`src/rtl/ipv4_udp_redirect_classifier_unit_macros.svh`:
```
// Assertion macros for the IPv4/UDP redirect classifier.
// Used by the top level; expects i_clk and i_rst_n in the including scope.
`ifndef IPV4_UDP_REDIRECT_CLASSIFIER_UNIT_MACROS_SVH
`define IPV4_UDP_REDIRECT_CLASSIFIER_UNIT_MACROS_SVH

// Same-cycle implication, disabled while reset is asserted
`define IRC_ASSERT_IMPLIES(label, ante, cons, msg) \
    label: assert property (@(posedge i_clk) disable iff (!i_rst_n) (ante) |-> (cons)) \
        else $error(msg);

// Next-cycle implication, disabled while reset is asserted
`define IRC_ASSERT_NEXT(label, ante, cons, msg) \
    label: assert property (@(posedge i_clk) disable iff (!i_rst_n) (ante) |=> (cons)) \
        else $error(msg);

`endif

```
`src/rtl/irc_pkg.sv`:
```
// Shared types and constants for the IPv4/UDP redirect classifier.
// No dependencies; imported by every module of the block.
package irc_pkg;

    // Frame layout and protocol constants
    localparam logic [8:0] ETH_HDR_LEN  = 9'd14;
    localparam logic [8:0] IP_MIN_LEN   = 9'd34;
    localparam logic [8:0] UDP_HDR_LEN  = 9'd8;
    localparam logic [3:0] IP_MIN_WORDS = 4'd5;
    localparam logic [3:0] IP_VERSION   = 4'd4;
    localparam logic [7:0] PROTO_UDP    = 8'd17;
    localparam logic [7:0] ETYPE_HI     = 8'h08;
    localparam logic [7:0] ETYPE_LO     = 8'h00;

    // Byte positions inside the frame
    localparam logic [7:0] POS_ETYPE_HI = 8'd12;
    localparam logic [7:0] POS_ETYPE_LO = 8'd13;
    localparam logic [7:0] POS_VER_LEN  = 8'd14;
    localparam logic [7:0] POS_PROTOCOL = 8'd23;
    localparam logic [7:0] POS_DADDR_LO = 8'd30;
    localparam logic [7:0] POS_DADDR_HI = 8'd33;
    localparam logic [7:0] POS_MAX      = 8'd255;

    // Number of receive queues that may be redirected to
    localparam int QUEUE_COUNT = 64;

    // Register indexes on the configuration port
    localparam logic [1:0] REG_DEST_ADDR = 2'd0;
    localparam logic [1:0] REG_DEST_PORT = 2'd1;
    localparam logic [1:0] REG_PROTOCOL  = 2'd2;

    localparam int APB_ADDR_W = 4;
    localparam int APB_DATA_W = 32;

    typedef struct packed {
        logic [31:0] dest_addr;
        logic [15:0] dest_port;
        logic [7:0]  protocol;
    } t_match_cfg;

    typedef struct packed {
        logic [7:0] data_byte;
        logic       end_of_frame;
        logic [5:0] rx_queue;
    } t_byte_item;

    typedef struct packed {
        logic       verdict;
        logic [5:0] target_queue;
    } t_verdict;

endpackage

```
`src/rtl/irc_cfg_regs.sv`:
```
// Match setting registers behind the APB-style configuration port.
// Depends on irc_pkg.
module irc_cfg_regs (
    input  logic                             i_clk,
    input  logic                             i_rst_n,
    input  logic                             psel,
    input  logic                             penable,
    input  logic                             pwrite,
    input  logic [irc_pkg::APB_ADDR_W-1:0]   paddr,
    input  logic [irc_pkg::APB_DATA_W-1:0]   pwdata,
    output logic [irc_pkg::APB_DATA_W-1:0]   prdata,
    output logic                             pready,
    output irc_pkg::t_match_cfg              o_cfg
);
    import irc_pkg::*;

    t_match_cfg  r_cfg;
    t_match_cfg  n_cfg;
    logic        wr_en;
    logic [1:0]  reg_idx;

    assign pready  = 1'b1;
    assign wr_en   = psel & penable & pwrite;
    assign reg_idx = paddr[3:2];

    // Decode the write transaction
    always_comb begin
        n_cfg = r_cfg;
        if (wr_en) begin
            unique case (reg_idx)
                REG_DEST_ADDR: n_cfg.dest_addr = pwdata[31:0];
                REG_DEST_PORT: n_cfg.dest_port = pwdata[15:0];
                REG_PROTOCOL:  n_cfg.protocol  = pwdata[7:0];
                default: ;
            endcase
        end
    end

    always_ff @(posedge i_clk) begin
        if (!i_rst_n) begin
            r_cfg <= '0;
        end else begin
            r_cfg <= n_cfg;
        end
    end

    // Read back the addressed register
    always_comb begin
        unique case (reg_idx)
            REG_DEST_ADDR: prdata = r_cfg.dest_addr;
            REG_DEST_PORT: prdata = {16'd0, r_cfg.dest_port};
            REG_PROTOCOL:  prdata = {24'd0, r_cfg.protocol};
            default:       prdata = '0;
        endcase
    end

    assign o_cfg = r_cfg;

endmodule

```
`src/rtl/irc_frame_parser.sv`:
```
// Per-frame header tracking and verdict logic of the redirect classifier.
// Depends on irc_pkg.
module irc_frame_parser (
    input  logic                 i_clk,
    input  logic                 i_rst_n,
    input  logic                 i_fire,
    input  irc_pkg::t_byte_item  i_item,
    input  irc_pkg::t_match_cfg  i_cfg,
    output irc_pkg::t_verdict    o_verdict
);
    import irc_pkg::*;

    logic [7:0]  r_pos;
    logic        r_eth_ok;
    logic [7:0]  r_ver_len;
    logic [7:0]  r_proto;
    logic [31:0] r_daddr;
    logic [15:0] r_dport;

    logic [7:0]  n_pos;
    logic        n_eth_ok;
    logic [7:0]  n_ver_len;
    logic [7:0]  n_proto;
    logic [31:0] n_daddr;
    logic [15:0] n_dport;

    logic [7:0]  b;
    logic [7:0]  port_at;
    logic [8:0]  len;
    logic [5:0]  hdr_len;
    logic [8:0]  ip_end;
    logic        cfg_zero;
    logic        ip_ok;
    logic        udp_ok;
    logic        redirect;

    assign b       = i_item.data_byte;
    assign port_at = 8'(POS_VER_LEN) + {2'b00, r_ver_len[3:0], 2'b00} + 8'd2;

    // Fold the current byte into the header fields
    always_comb begin
        n_eth_ok  = r_eth_ok;
        n_ver_len = r_ver_len;
        n_proto   = r_proto;
        n_daddr   = r_daddr;
        n_dport   = r_dport;
        priority if (r_pos == POS_ETYPE_HI) begin
            n_eth_ok = (b == ETYPE_HI);
        end else if (r_pos == POS_ETYPE_LO) begin
            n_eth_ok = r_eth_ok & (b == ETYPE_LO);
        end else if (r_pos == POS_VER_LEN) begin
            n_ver_len = b;
        end else if (r_pos == POS_PROTOCOL) begin
            n_proto = b;
        end else if (r_pos >= POS_DADDR_LO && r_pos <= POS_DADDR_HI) begin
            n_daddr = {r_daddr[23:0], b};
        end
        if (r_pos > POS_VER_LEN && (r_pos == port_at || r_pos == port_at + 8'd1)) begin
            n_dport = {r_dport[7:0], b};
        end
        n_pos = (r_pos == POS_MAX) ? r_pos : r_pos + 8'd1;
    end

    // Decide on the header as it stands after the current byte
    assign len      = {1'b0, r_pos} + 9'd1;
    assign hdr_len  = {n_ver_len[3:0], 2'b00};
    assign ip_end   = ETH_HDR_LEN + {3'b000, hdr_len};
    assign cfg_zero = (i_cfg.dest_addr == '0) && (i_cfg.dest_port == '0)
                    && (i_cfg.protocol == '0);

    assign ip_ok = (len >= IP_MIN_LEN)
                && (n_ver_len[7:4] == IP_VERSION)
                && (n_ver_len[3:0] >= IP_MIN_WORDS)
                && (len >= ip_end)
                && ((i_cfg.dest_addr == '0) || (n_daddr == i_cfg.dest_addr))
                && (n_proto == i_cfg.protocol);

    assign udp_ok = (i_cfg.protocol != PROTO_UDP)
                 || ((i_cfg.dest_port != '0)
                     && (len >= ip_end + UDP_HDR_LEN)
                     && (n_dport == i_cfg.dest_port));

    assign redirect = (len >= ETH_HDR_LEN) && n_eth_ok
                   && (cfg_zero || ((i_cfg.protocol != '0) && ip_ok && udp_ok))
                   && ({3'b000, i_item.rx_queue} < 9'(QUEUE_COUNT));

    assign o_verdict.verdict      = redirect;
    assign o_verdict.target_queue = redirect ? i_item.rx_queue : 6'd0;

    // Advance the frame state; clear it after the final byte
    always_ff @(posedge i_clk) begin
        if (!i_rst_n) begin
            r_pos     <= '0;
            r_eth_ok  <= 1'b0;
            r_ver_len <= '0;
            r_proto   <= '0;
            r_daddr   <= '0;
            r_dport   <= '0;
        end else if (i_fire) begin
            if (i_item.end_of_frame) begin
                r_pos     <= '0;
                r_eth_ok  <= 1'b0;
                r_ver_len <= '0;
                r_proto   <= '0;
                r_daddr   <= '0;
                r_dport   <= '0;
            end else begin
                r_pos     <= n_pos;
                r_eth_ok  <= n_eth_ok;
                r_ver_len <= n_ver_len;
                r_proto   <= n_proto;
                r_daddr   <= n_daddr;
                r_dport   <= n_dport;
            end
        end
    end

endmodule

```
`src/rtl/ipv4_udp_redirect_classifier_unit.sv`:
```
// IPv4/UDP redirect classifier: top level with input and result registers.
// Depends on irc_pkg, irc_cfg_regs, irc_frame_parser and the macros header.
//
// Usage:
//   The slave stream carries an Ethernet frame one byte per transaction,
//   starting at the destination MAC address; tlast marks the final byte and
//   tuser carries the receive queue. On the final byte the master stream
//   gives one verdict transaction: tuser is 1 to redirect, 0 to pass, and
//   tdata holds the target queue (zero on pass). Other bytes give nothing.
//   Match settings are written over the APB-style port while idle.
// Timing:
//   One byte per cycle sustained, except that a final byte waits while the
//   result register is full and not being taken. A final byte is held in the
//   input register and its verdict is then loaded into the result register,
//   which drives o_m_axis_tvalid until the verdict is taken.
// Reset:
//   Synchronous, active low; clears the valid flags of both registers, the
//   frame state and all match settings.
// Stall:
//   While the receiver holds tready low the verdict waits in the result
//   register; non-final bytes keep flowing, and a final byte waits in the
//   input register until the result register frees up.
module ipv4_udp_redirect_classifier_unit (
    input  logic                             i_clk,
    input  logic                             i_rst_n,
    // Byte stream in
    input  logic                             i_s_axis_tvalid,
    output logic                             o_s_axis_tready,
    input  logic [7:0]                       i_s_axis_tdata,  // [7:0] data_byte
    input  logic                             i_s_axis_tlast,  // end_of_frame
    input  logic [5:0]                       i_s_axis_tuser,  // [5:0] rx_queue
    // Verdict stream out
    output logic                             o_m_axis_tvalid,
    input  logic                             i_m_axis_tready,
    output logic [7:0]                       o_m_axis_tdata,  // [5:0] target_queue
    output logic                             o_m_axis_tuser,  // verdict
    // Configuration
    input  logic                             psel,
    input  logic                             penable,
    input  logic                             pwrite,
    input  logic [irc_pkg::APB_ADDR_W-1:0]   paddr,
    input  logic [irc_pkg::APB_DATA_W-1:0]   pwdata,
    output logic [irc_pkg::APB_DATA_W-1:0]   prdata,
    output logic                             pready
);
    import irc_pkg::*;

`include "ipv4_udp_redirect_classifier_unit_macros.svh"

    t_match_cfg  cfg;
    t_byte_item  r_in;
    logic        r_in_valid;
    t_verdict    r_out;
    logic        r_out_valid;
    t_verdict    verdict;
    logic        out_free;
    logic        fire;

    irc_cfg_regs u_cfg (
        .i_clk   (i_clk),
        .i_rst_n (i_rst_n),
        .psel    (psel),
        .penable (penable),
        .pwrite  (pwrite),
        .paddr   (paddr),
        .pwdata  (pwdata),
        .prdata  (prdata),
        .pready  (pready),
        .o_cfg   (cfg)
    );

    // Process the held byte unless it is final and the result register is full and not being taken
    assign out_free        = !r_out_valid || i_m_axis_tready;
    assign fire            = r_in_valid && (!r_in.end_of_frame || out_free);
    assign o_s_axis_tready = !r_in_valid || fire;

    irc_frame_parser u_parser (
        .i_clk     (i_clk),
        .i_rst_n   (i_rst_n),
        .i_fire    (fire),
        .i_item    (r_in),
        .i_cfg     (cfg),
        .o_verdict (verdict)
    );

    // Input register
    always_ff @(posedge i_clk) begin
        if (!i_rst_n) begin
            r_in_valid <= 1'b0;
        end else if (o_s_axis_tready) begin
            r_in_valid <= i_s_axis_tvalid;
        end
    end

    always_ff @(posedge i_clk) begin
        if (i_s_axis_tvalid && o_s_axis_tready) begin
            r_in.data_byte    <= i_s_axis_tdata;
            r_in.end_of_frame <= i_s_axis_tlast;
            r_in.rx_queue     <= i_s_axis_tuser;
        end
    end

    // Result register: load on a final byte, drop once taken
    always_ff @(posedge i_clk) begin
        if (!i_rst_n) begin
            r_out_valid <= 1'b0;
        end else if (fire && r_in.end_of_frame) begin
            r_out_valid <= 1'b1;
        end else if (i_m_axis_tready) begin
            r_out_valid <= 1'b0;
        end
    end

    always_ff @(posedge i_clk) begin
        if (fire && r_in.end_of_frame) begin
            r_out <= verdict;
        end
    end

    assign o_m_axis_tvalid = r_out_valid;
    assign o_m_axis_tdata  = {2'b00, r_out.target_queue};
    assign o_m_axis_tuser  = r_out.verdict;

    // Checks on the block's own control
    `IRC_ASSERT_IMPLIES(a_pass_zero_queue, o_m_axis_tvalid && !o_m_axis_tuser,
        o_m_axis_tdata == 8'd0, "pass verdict carries a nonzero queue")
    `IRC_ASSERT_NEXT(a_final_gives_result, fire && r_in.end_of_frame,
        r_out_valid, "final byte processed without a verdict")
    `IRC_ASSERT_NEXT(a_held_byte_kept, r_in_valid && !fire,
        r_in_valid && $stable(r_in), "held byte lost before processing")

endmodule
```
`config.mk`:
```
export PLATFORM = sky130hd
export DESIGN_NAME = ipv4_udp_redirect_classifier_unit
export DESIGN_NICKNAME = d
export VERILOG_FILES = /design/src/rtl/irc_pkg.sv /design/src/rtl/irc_cfg_regs.sv /design/src/rtl/irc_frame_parser.sv /design/src/rtl/ipv4_udp_redirect_classifier_unit.sv
export VERILOG_INCLUDE_DIRS = /design/src /design/src/rtl
export SDC_FILE = /design/constraint.sdc
export NUM_CORES = 1
export LEC_CHECK = 0
export BUFFER_PORTS_ARGS = -buffer_cell sky130_fd_sc_hd__buf_2
export CAP_MARGIN = 20
export CORE_MARGIN = 2
export CORE_UTILIZATION = 50
export CTS_BUF_LIST = sky130_fd_sc_hd__clkbuf_8
export CTS_CLUSTER_SIZE = 14
export DETAILED_ROUTE_END_ITERATION = 16
export PLACE_DENSITY = 0.73
export REMOVE_ABC_BUFFERS = 1
export SLEW_MARGIN = 10
export SYNTH_ARGS = -nofsm -noshare
export SYNTH_HDL_FRONTEND = slang
export SYNTH_SLANG_ARGS = --single-unit
```
`constraint.sdc`:
```
create_clock -name i_clk -period 4.3 [get_ports i_clk]
set_input_delay 0.43 -clock i_clk [delete_from_list [all_inputs] [get_ports i_clk]]
set_output_delay 0.43 -clock i_clk [all_outputs]
set_load 0.1 [all_outputs]
```
After elaboration in Yosys (flattened, before gate mapping). Index checks and enable logic that the tools add are counted.

Add/sub/neg operators: 7. $lt $le $gt $ge: 8. Eq/ne operators: 16. Muxes and demuxes: 25. Bitwise logic cells: 3. Reduce and logical (&&, ||, !) cells: 40.

Operators with widths (count): 2-to-1 mux 32 bit (6); case mux 32 bit (3 select lines) (1); 2-to-1 mux 8 bit (11); equality test 32 bit (1); equality test 8 x 4 -> 1 bit (second input constant) (4); logical NOT 32 bit (1); 2-to-1 mux 16 bit (2); equality test 8 bit (3); >= comparator 9 bit (2); logical AND 1 bit (18); adder 8 x 1 -> 8 bit (second input constant) (2); equality test 16 bit (1); logical NOT 16 bit (1); logical NOT 8 bit (2); nonzero test 16 bit (1); adder 4 x 6 -> 7 bit (first input constant) (2); adder 8 x 1 -> 9 bit (second input constant) (1); adder 9 x 4 -> 9 bit (second input constant) (1); >= comparator 9 x 4 -> 1 bit (second input constant) (1); >= comparator 9 x 6 -> 1 bit (second input constant) (1); adder 8 x 2 -> 8 bit (second input constant) (1); equality test 8 x 5 -> 1 bit (second input constant) (1); equality test 8 bit (second input constant) (1); >= comparator 8 x 5 -> 1 bit (second input constant) (1); 16 further kinds (33).

Bits in registers: 153. Input port bits: 58. Word-level logic and storage cells: 115.

Logic depth before layout (Yosys ltp). Gate-level depths: netlist of the first run.

Depth after elaboration: 15. Mapped depth: 18.

Modules after synthesis. From an unflattened synthesis of the first run, not the netlist that was laid out.

Cells, all modules: 982. Area total of the unflattened synthesis: 8908.5 sq um.

By module, submodules not included: irc_frame_parser (times used 1, cells each 659, area an instance 5521.5 sq um, seq. area each 1461.4 sq um); irc_cfg_regs (times used 1, cells each 286, area an instance 2590.0 sq um, seq. area each 1121.1 sq um); ipv4_udp_redirect_classifier_unit (times used 1, cells each 37, area an instance 797.0 sq um, seq. area each 700.7 sq um).

Worst setup path after synthesis of the first run. Ideal clock, no wire load.

Path kind: register -> register. Start: reg u_parser.r_pos[6]. End: reg r_out (netlist bit o_m_axis_tdata[0]) (data pin). Setup time: 134 ps. Data arrival time: 3955 ps. Required time: 4166 ps. Setup slack: 211 ps. Stages on the path, launching flop included: 19. Clock period less this slack: 4089 ps. Cells stage by stage: dfxtp_1 > buf_2 > or3_1 > nor3_1 > nand3_1 > clkbuf_1 > mux2i_1 > ha_1 > xnor2_1 > inv_1 > ha_1 > xnor2_1 > ha_1 > o21ai_0 > a21oi_1 > o21a_1 > nor3_1 > o41ai_1 > and3_1.

Word-level cells in the longest chain between the ends: 15. Elaborated cells on any way between the ends: 53.

RTL lines: start: declaration (line irc_frame_parser.sv:13) `logic [7:0] r_pos;`; start signal: assignment (line irc_frame_parser.sv:108) `r_pos <= n_pos;`; parallel branches: the longest is 14 deep, another holds adder 9 x 4 -> 9 bit; logical AND 1 bit (*) (line irc_frame_parser.sv:84) `&& (cfg_zero || ((i_cfg.protocol != '0) && ip_ok && udp_ok))`; end signal: assignment (line ipv4_udp_redirect_classifier_unit.sv:116) `r_out <= verdict;`; end: declaration (line ipv4_udp_redirect_classifier_unit.sv:53) `t_verdict r_out;`.

Mark *: on every way between the ends. A chain may end at the register's enable or synchronous reset.

Worst setup path in the final report of the first run.
Start: reg u_parser.r_pos[5]. End: reg r_out (netlist bit o_m_axis_tdata[3]) (data pin).

The elaborated chain is that of the path after synthesis.

==> reports/results.ini, run 1 <==
[route]
postRouteAntennaNets=0
vias_per_cell=5.78
first_pass_iters=6
wl_um=23900
drt-wirelength-per-cell_um=18.3
drc=0
detail_route.iter0.violations=555
via_count=7554

[yosys]
syn_avg_cell_area_um2=8.67
synth_cells=995
synth_mux_area_share_pct=6.08
yosysMostFrequentCell=dfxtp_1
synth_edf_count=22
synth_warnings=0
synth-seq-cells=153
yosys-top-cells-count=dfxtp_1, nand2_1, nor2b_1
yosys-top-cells-area=dfxtp_1, edfxtp_1, nor2b_1
synth_top_family_by_area=simple AND/OR/NAND/NOR gates
yosysTopAreaCellShare_pct=30.4
ys_types=62
ys_seq_area_share_pct=38.1
yosys.area_share.adder_pct=2.76
synthArstFlopShare_pct=0
yosys.area.top_type=dfxtp_1
synth_area_um2=8620
synth_compound_area_share_pct=17.5
post_synth_and_or_nand_nor_area_fraction_pct=22.8
synthFlopType=dfxtp_1
synth_xor_area_share_pct=7.72

[global_routing]
grt_pass1_wl_um=38000
antenna_found_initial=0
grt_max_degree=97
grt.overflow.total=0
grt_util_all_layers_pct=26.5
grt_pass1_vias=7121

[cells_and_area]
fillCellCount=1571
ff_latch_area_um2=3280
multi_input_area_um2=4930
finalCoreUtilization_pct=56.8
drive_gt1_share_pct=15.3
area.growth.synth_to_final_pct=12.4
finalNetCount=1146
diodes=0

[pwr]
p_per_area_nw_per_um2=290
p_leak_uw=0.00389
peakVddDrop_mv=0.209

[setup_path]
critPathKind=flip-flop to flip-flop
cp-end-kind=flip-flop
max_stage_delay_ns=0.44
crit_top_cell=ha_1
path_cells=or3_1 > nor3_2 > nand3_2 > mux2i_1 > ha_1 > xnor2_1 > inv_1 > ha_1 > xnor2_1 > ha_1 > o21ai_0 > a21oi_1 > o21a_1 > nor3_1 > o41ai_1 > buf_4 > and3_1
slowest_stage=or3_1
start_kind=flip-flop
crit_arrival_ns=4.27
required_ns=4.53
cp_max_fo=7

[timing]
period_minus_slack_ns=4.04
finalHoldViolCount=0
fmax_ghz=0.247
tightest_slew_ns=1.05
setup_viol=0
clock_skew_ns=0.0102
slew_headroom_pct=29.8
maxSlewViolCount=0
timing.final.crit_share_pct=94.0
holdWs_ns=0.132

[floorplan]
ioPinCount=102
die_w_um=135
placementRows=48
floorplan.initialDensity_pct=50.6
die_h_um=135
die-area_um2=18300
core-area_um2=17100

[hold_path]
min_path_type=primary input to flip-flop

[placement]
dpl.hpwl_um=17300
place_congestion=0.985
portBuffers=96

[clock_tree]
clk_pin_slew_ns=0.09
clock-root-buffer=clkbuf_8
numCtsBuffers=17
cts_buffer_depth=2
clk_latency_ns=0.47
cts_htree_levels=4
clock_sinks=153
holdBufCountCts=0
tritoncts=yes

[status]
status=complete, no violations

[run]
max_cap_viol_count=0

[path summary, 6_finish.rpt]
kind	cells past startpoint	to	start	slack, ns
setup / recovery	17	o_m_axis_tdata[3]$_SDFFCE_PN0P_	u_parser.r_pos[5]$_SDFFE_PN0P_	0.26
hold / removal	1	r_in[4]$_DFFE_PP_	i_s_axis_tuser[4]	0.13
setup reg to reg	17	o_m_axis_tdata[3]$_SDFFCE_PN0P_	u_parser.r_pos[5]$_SDFFE_PN0P_	0.26
hold reg to reg	2	u_cfg.o_cfg[53]$_SDFFE_PN0P_	u_cfg.o_cfg[53]$_SDFFE_PN0P_	0.49
[per-stage QoR]
step	area, µm²	worst slack (ns)	total power, µW	instances	setup TNS, ns
after floorplan	8350	0.207	1660	932	0
after global placement	9280	0.292	1770	1274	0
after detailed placement	9280	0.165	1770	1274	0
after CTS	9660	0.138	2830	1306	0
after global routing	9690	-0.00541	2910	1307	-0.00541
final	9690	0.257	2820	1307	0
[power breakdown]
group	switching [µW]	total (µW)	internal [µW]
clock network	593	1080	486
logic	157	242	85.3
registers	28.0	1490	1470
total	778	2820	2040
[layout by cell type, fill, tap and decap left out, types with 14 or more instances in the layout]
| master | synthesis | final |
|---|---|---|
| nor4_1 | 27 | 27 |
| edfxtp_1 | 22 | 22 |
| o21ai_0 | 26 | 26 |
| nor2_1 | 35 | 35 |
| nor2b_1 | 84 | 84 |
| mux2i_1 | 49 | 48 |
| a21boi_0 | 52 | 52 |
| buf_4 | 4 | 21 |
| xnor2_1 | 26 | 26 |
| ha_1 | 19 | 19 |
| nor3_1 | 19 | 17 |
| a22oi_1 | 63 | 63 |
| dfxtp_1 | 131 | 131 |
| and2_1 | 19 | 19 |
| nand2_1 | 126 | 126 |
| xor2_1 | 50 | 50 |
| buf_2 | 3 | 96 |
| inv_1 | 43 | 43 |
| o22ai_1 | 14 | 14 |
| clkbuf_8 | 0 | 18 |
[layout make-up]
cell class	count	area share, %
Multi-Input combinational cell	736	50.9
Sequential cell	153	33.9
Timing Repair Buffer	118	6.74
Tap cell	225	2.91
Clock buffer	18	2.56
Inverter	43	1.67
Clock inverter	14	1.39
[cell families (layout without fill, tap and decap cells)]
| family | Yosys count | in the layout |
|---|---|---|
| other cells | 2 | 3 |
| fa+ha+maj | 19 | 19 |
| simple gates | 375 | 375 |
| mux | 52 | 52 |
| flops | 153 | 153 |
| xor+xnor | 76 | 76 |
| compound gates | 211 | 211 |
| buf+inv | 107 | 193 |
[registers in the layout, indices dropped and copies added (netlist names)]
signal,cells
r_in_valid,1
u_parser.r_dport,16
o_m_axis_tvalid,1
o_m_axis_tdata,6
u_parser.r_proto,8
o_m_axis_tuser,1
u_parser.r_eth_ok,1
u_parser.r_pos,8
r_in,15
u_cfg.o_cfg,56
u_parser.r_ver_len,8
u_parser.r_daddr,32
[per-layer routing]
metal	global-route usage, %	vias up	part of all wire [%]
met5	0	-	0
met4	10.5	0	2.5
met3	4.83	44	5.3
met2	44.5	250	49
met1	33.9	3619	44
li1	-	3641	-
[critical path, delay by kind of cell (launching register included)]
kind,cells,cell delay (ns)
and+or+nand+nor,5,1.32
adders and majority gates,3,0.73
AOI/OAI and AO/OA,4,0.52
xor gates and xnor gates,2,0.40
DFF,1,0.39
buffers and inverters,2,0.25
muxes,1,0.17
[what timing repair did]
action | CTS | global route
buffers inserted | 0 | 0
gates resized for setup | 0 | 3
endpoints found under the setup margin | 0 | 7
Power figures use the tool's default switching activity.
==> run 2, diff against run 1 <==
Settings changed: CORE_MARGIN 2 to not set.
==> run 2 against run 1 <==
Final cell count stayed put. Via count grew 1.0%. Routed wire length is 2.4% higher.
==> reports/results.ini, run 2 (synthesis results as in run 1) <==
[status]
status=complete, no violations

[timing]
finalHoldViolCount=0  ; unchanged
clock_skew_ns=0.0207  ; +0.0105 ns
slew_headroom_pct=33.4  ; +3.7 points
holdWs_ns=0.141  ; +0.00842 ns
tightest_slew_ns=0.998  ; -0.0550 ns
period_minus_slack_ns=3.99  ; -0.0496 ns
timing.final.crit_share_pct=92.9  ; -1.2 points
maxSlewViolCount=0  ; unchanged
setup_viol=0  ; unchanged
fmax_ghz=0.250  ; +1.2%

[clock_tree]
holdBufCountCts=0  ; unchanged
cts_htree_levels=4  ; unchanged
post_cts.repair.setup_buffers=0  ; unchanged
clk_pin_slew_ns=0.09  ; about the same
clk_latency_ns=0.47  ; about the same
postCtsResizedCells=0  ; unchanged
clock-root-buffer=clkbuf_8
tritoncts=yes
numCtsBuffers=17  ; unchanged
clock_sinks=153  ; unchanged
cts_buffer_depth=2  ; unchanged

[floorplan]
ioPinCount=102  ; unchanged
die-area_um2=17800  ; -2.9%
placementRows=47  ; -2.1%
die_h_um=133  ; -1.5%
floorplan.initialDensity_pct=51.6  ; +1.1 points
die_w_um=133  ; -1.5%
core-area_um2=16700  ; -2.1%

[run]
max_cap_viol_count=0  ; unchanged

[pwr]
p_clk_share_pct=41.8  ; +3.5 points
internal_power_uw=2250  ; +11%
pwr-share-seq_pct=50.0  ; -3.1 points
p_leak_uw=0.00396  ; +1.7%
p_per_area_nw_per_um2=305  ; +5.1%
comb_power_share_pct=8.3  ; -0.3 points
switching_share_pct=24.6  ; -3.0 points
fin_total_pwr_uw=2990  ; +6.2%
switching_power_uw=737  ; -5.3%
peakVddDrop_mv=0.179  ; -14%

[setup_path]
path_cells=or3_1 > nor3_2 > nand3_2 > mux2i_2 > ha_1 > xnor2_1 > inv_1 > ha_1 > xnor2_1 > ha_1 > o21ai_0 > a21oi_1 > o21a_1 > nor3_1 > o41ai_1 > buf_4 > and3_1
cp-end-kind=flip-flop
crit_arrival_ns=4.22  ; -0.05 ns
required_ns=4.53  ; about the same
max_stage_delay_ns=0.42  ; -0.02 ns
slowest_stage=or3_1
crit_family=simple AND/OR/NAND/NOR gates
crit_buf_inv=2  ; unchanged
cp_max_fo=7  ; unchanged
crit_top_cell=ha_1
start_kind=flip-flop
critPathKind=flip-flop to flip-flop

[placement]
place_congestion=0.949  ; -3.6%
portBuffers=96  ; unchanged
dpl.hpwl_um=17800  ; +2.7%

[route]
wl_um=24500  ; +2.4%
detail_route.iter0.violations=561  ; +1.1%
first_pass_iters=6  ; unchanged
drc=0  ; unchanged
vias_per_cell=5.84  ; +1.0%
via_count=7631  ; +1.0%
postRouteAntennaNets=0  ; unchanged
drt-wirelength-per-cell_um=18.8  ; +2.4%

[cells_and_area]
drive_gt1_share_pct=15.5  ; +0.21 points
diodes=0  ; unchanged
final_common_cell=dfxtp_1
finalNetCount=1151  ; +0.44%
ff_latch_area_um2=3280  ; unchanged
largest_reg_flops=56  ; unchanged
area.growth.synth_to_final_pct=13.5
layout_common_cells=dfxtp_1, nand2_1, buf_2
fillCellCount=1507  ; -4.1%
multi_input_area_um2=4930  ; about the same

[global_routing]
grt_pass1_wl_um=39200  ; +3.1%
antenna_found_initial=0  ; unchanged
grt_util_all_layers_pct=28.3  ; +1.8 points
grt.overflow.total=0  ; unchanged
grt_max_degree=50  ; -48%
grt_pass1_vias=7265  ; +2.0%

[hold_path]
min_path_type=primary input to flip-flop

run 2: layer usage:
| metal | part of all wire, % | up-vias | GRT usage [%] |
|---|---|---|---|
| li1 | - | 3647 | - |
| met1 | 42 | 3624 | 36.1 |
| met5 | 0 | - | 0 |
| met3 | 6.5 | 77 | 5.40 |
| met2 | 47 | 283 | 45.7 |
| met4 | 3.9 | 0 | 14.2 |
run 2: layout make-up:
type / instances / share of cell area (%)
Tap cell: 220 / 2.81
Clock inverter: 14 / 2.06
Timing Repair Buffer: 123 / 7.05
Inverter: 43 / 1.65
Multi-Input combinational cell: 736 / 50.4
Sequential cell: 153 / 33.5
Clock buffer: 18 / 2.53
run 2: power by group through the flow:
| stage | sequential, µW | combinational, µW | clock, µW |
|---|---|---|---|
| 6_report | 1500 | 247 | 1250 |
| 5_1_grt | 1500 | 263 | 1330 |
| 4_1_cts | 1490 | 243 | 1270 |
| 3_5_place_dp | 1530 | 242 | 0 |
| 3_3_place_gp | 1530 | 242 | 0 |
| 2_1_floorplan | 1530 | 131 | 0 |
run 2: path summary, 6_finish.rpt:
check	startpoint	end	slack (ns)	cells after the start
worst min-delay path	i_s_axis_tdata[5]	r_in[12]$_DFFE_PP_	0.14	1
worst max-delay path	u_parser.r_pos[5]$_SDFFE_PN0P_	o_m_axis_tdata[1]$_SDFFCE_PN0P_	0.31	17
worst max register to register	u_parser.r_pos[5]$_SDFFE_PN0P_	o_m_axis_tdata[1]$_SDFFCE_PN0P_	0.31	17
worst min register to register	u_cfg.o_cfg[53]$_SDFFE_PN0P_	u_cfg.o_cfg[53]$_SDFFE_PN0P_	0.49	2
run 2: through the flow:
| stage | std cells | setup slack, ns | area (µm²) | util, % | TNS [ns] |
|---|---|---|---|---|---|
| final | 1307 | 0.307 | 9790 | 58.6 | 0 |
| after global routing | 1307 | -0.0172 | 9790 | 58.6 | -0.0604 |
| after CTS | 1306 | 0.187 | 9760 | 58.4 | 0 |
| after detailed placement | 1274 | 0.226 | 9310 | 55.7 | 0 |
| after global placement | 1274 | 0.333 | 9310 | 55.7 | 0 |
| after floorplan | 932 | 0.207 | 8350 | - | 0 |
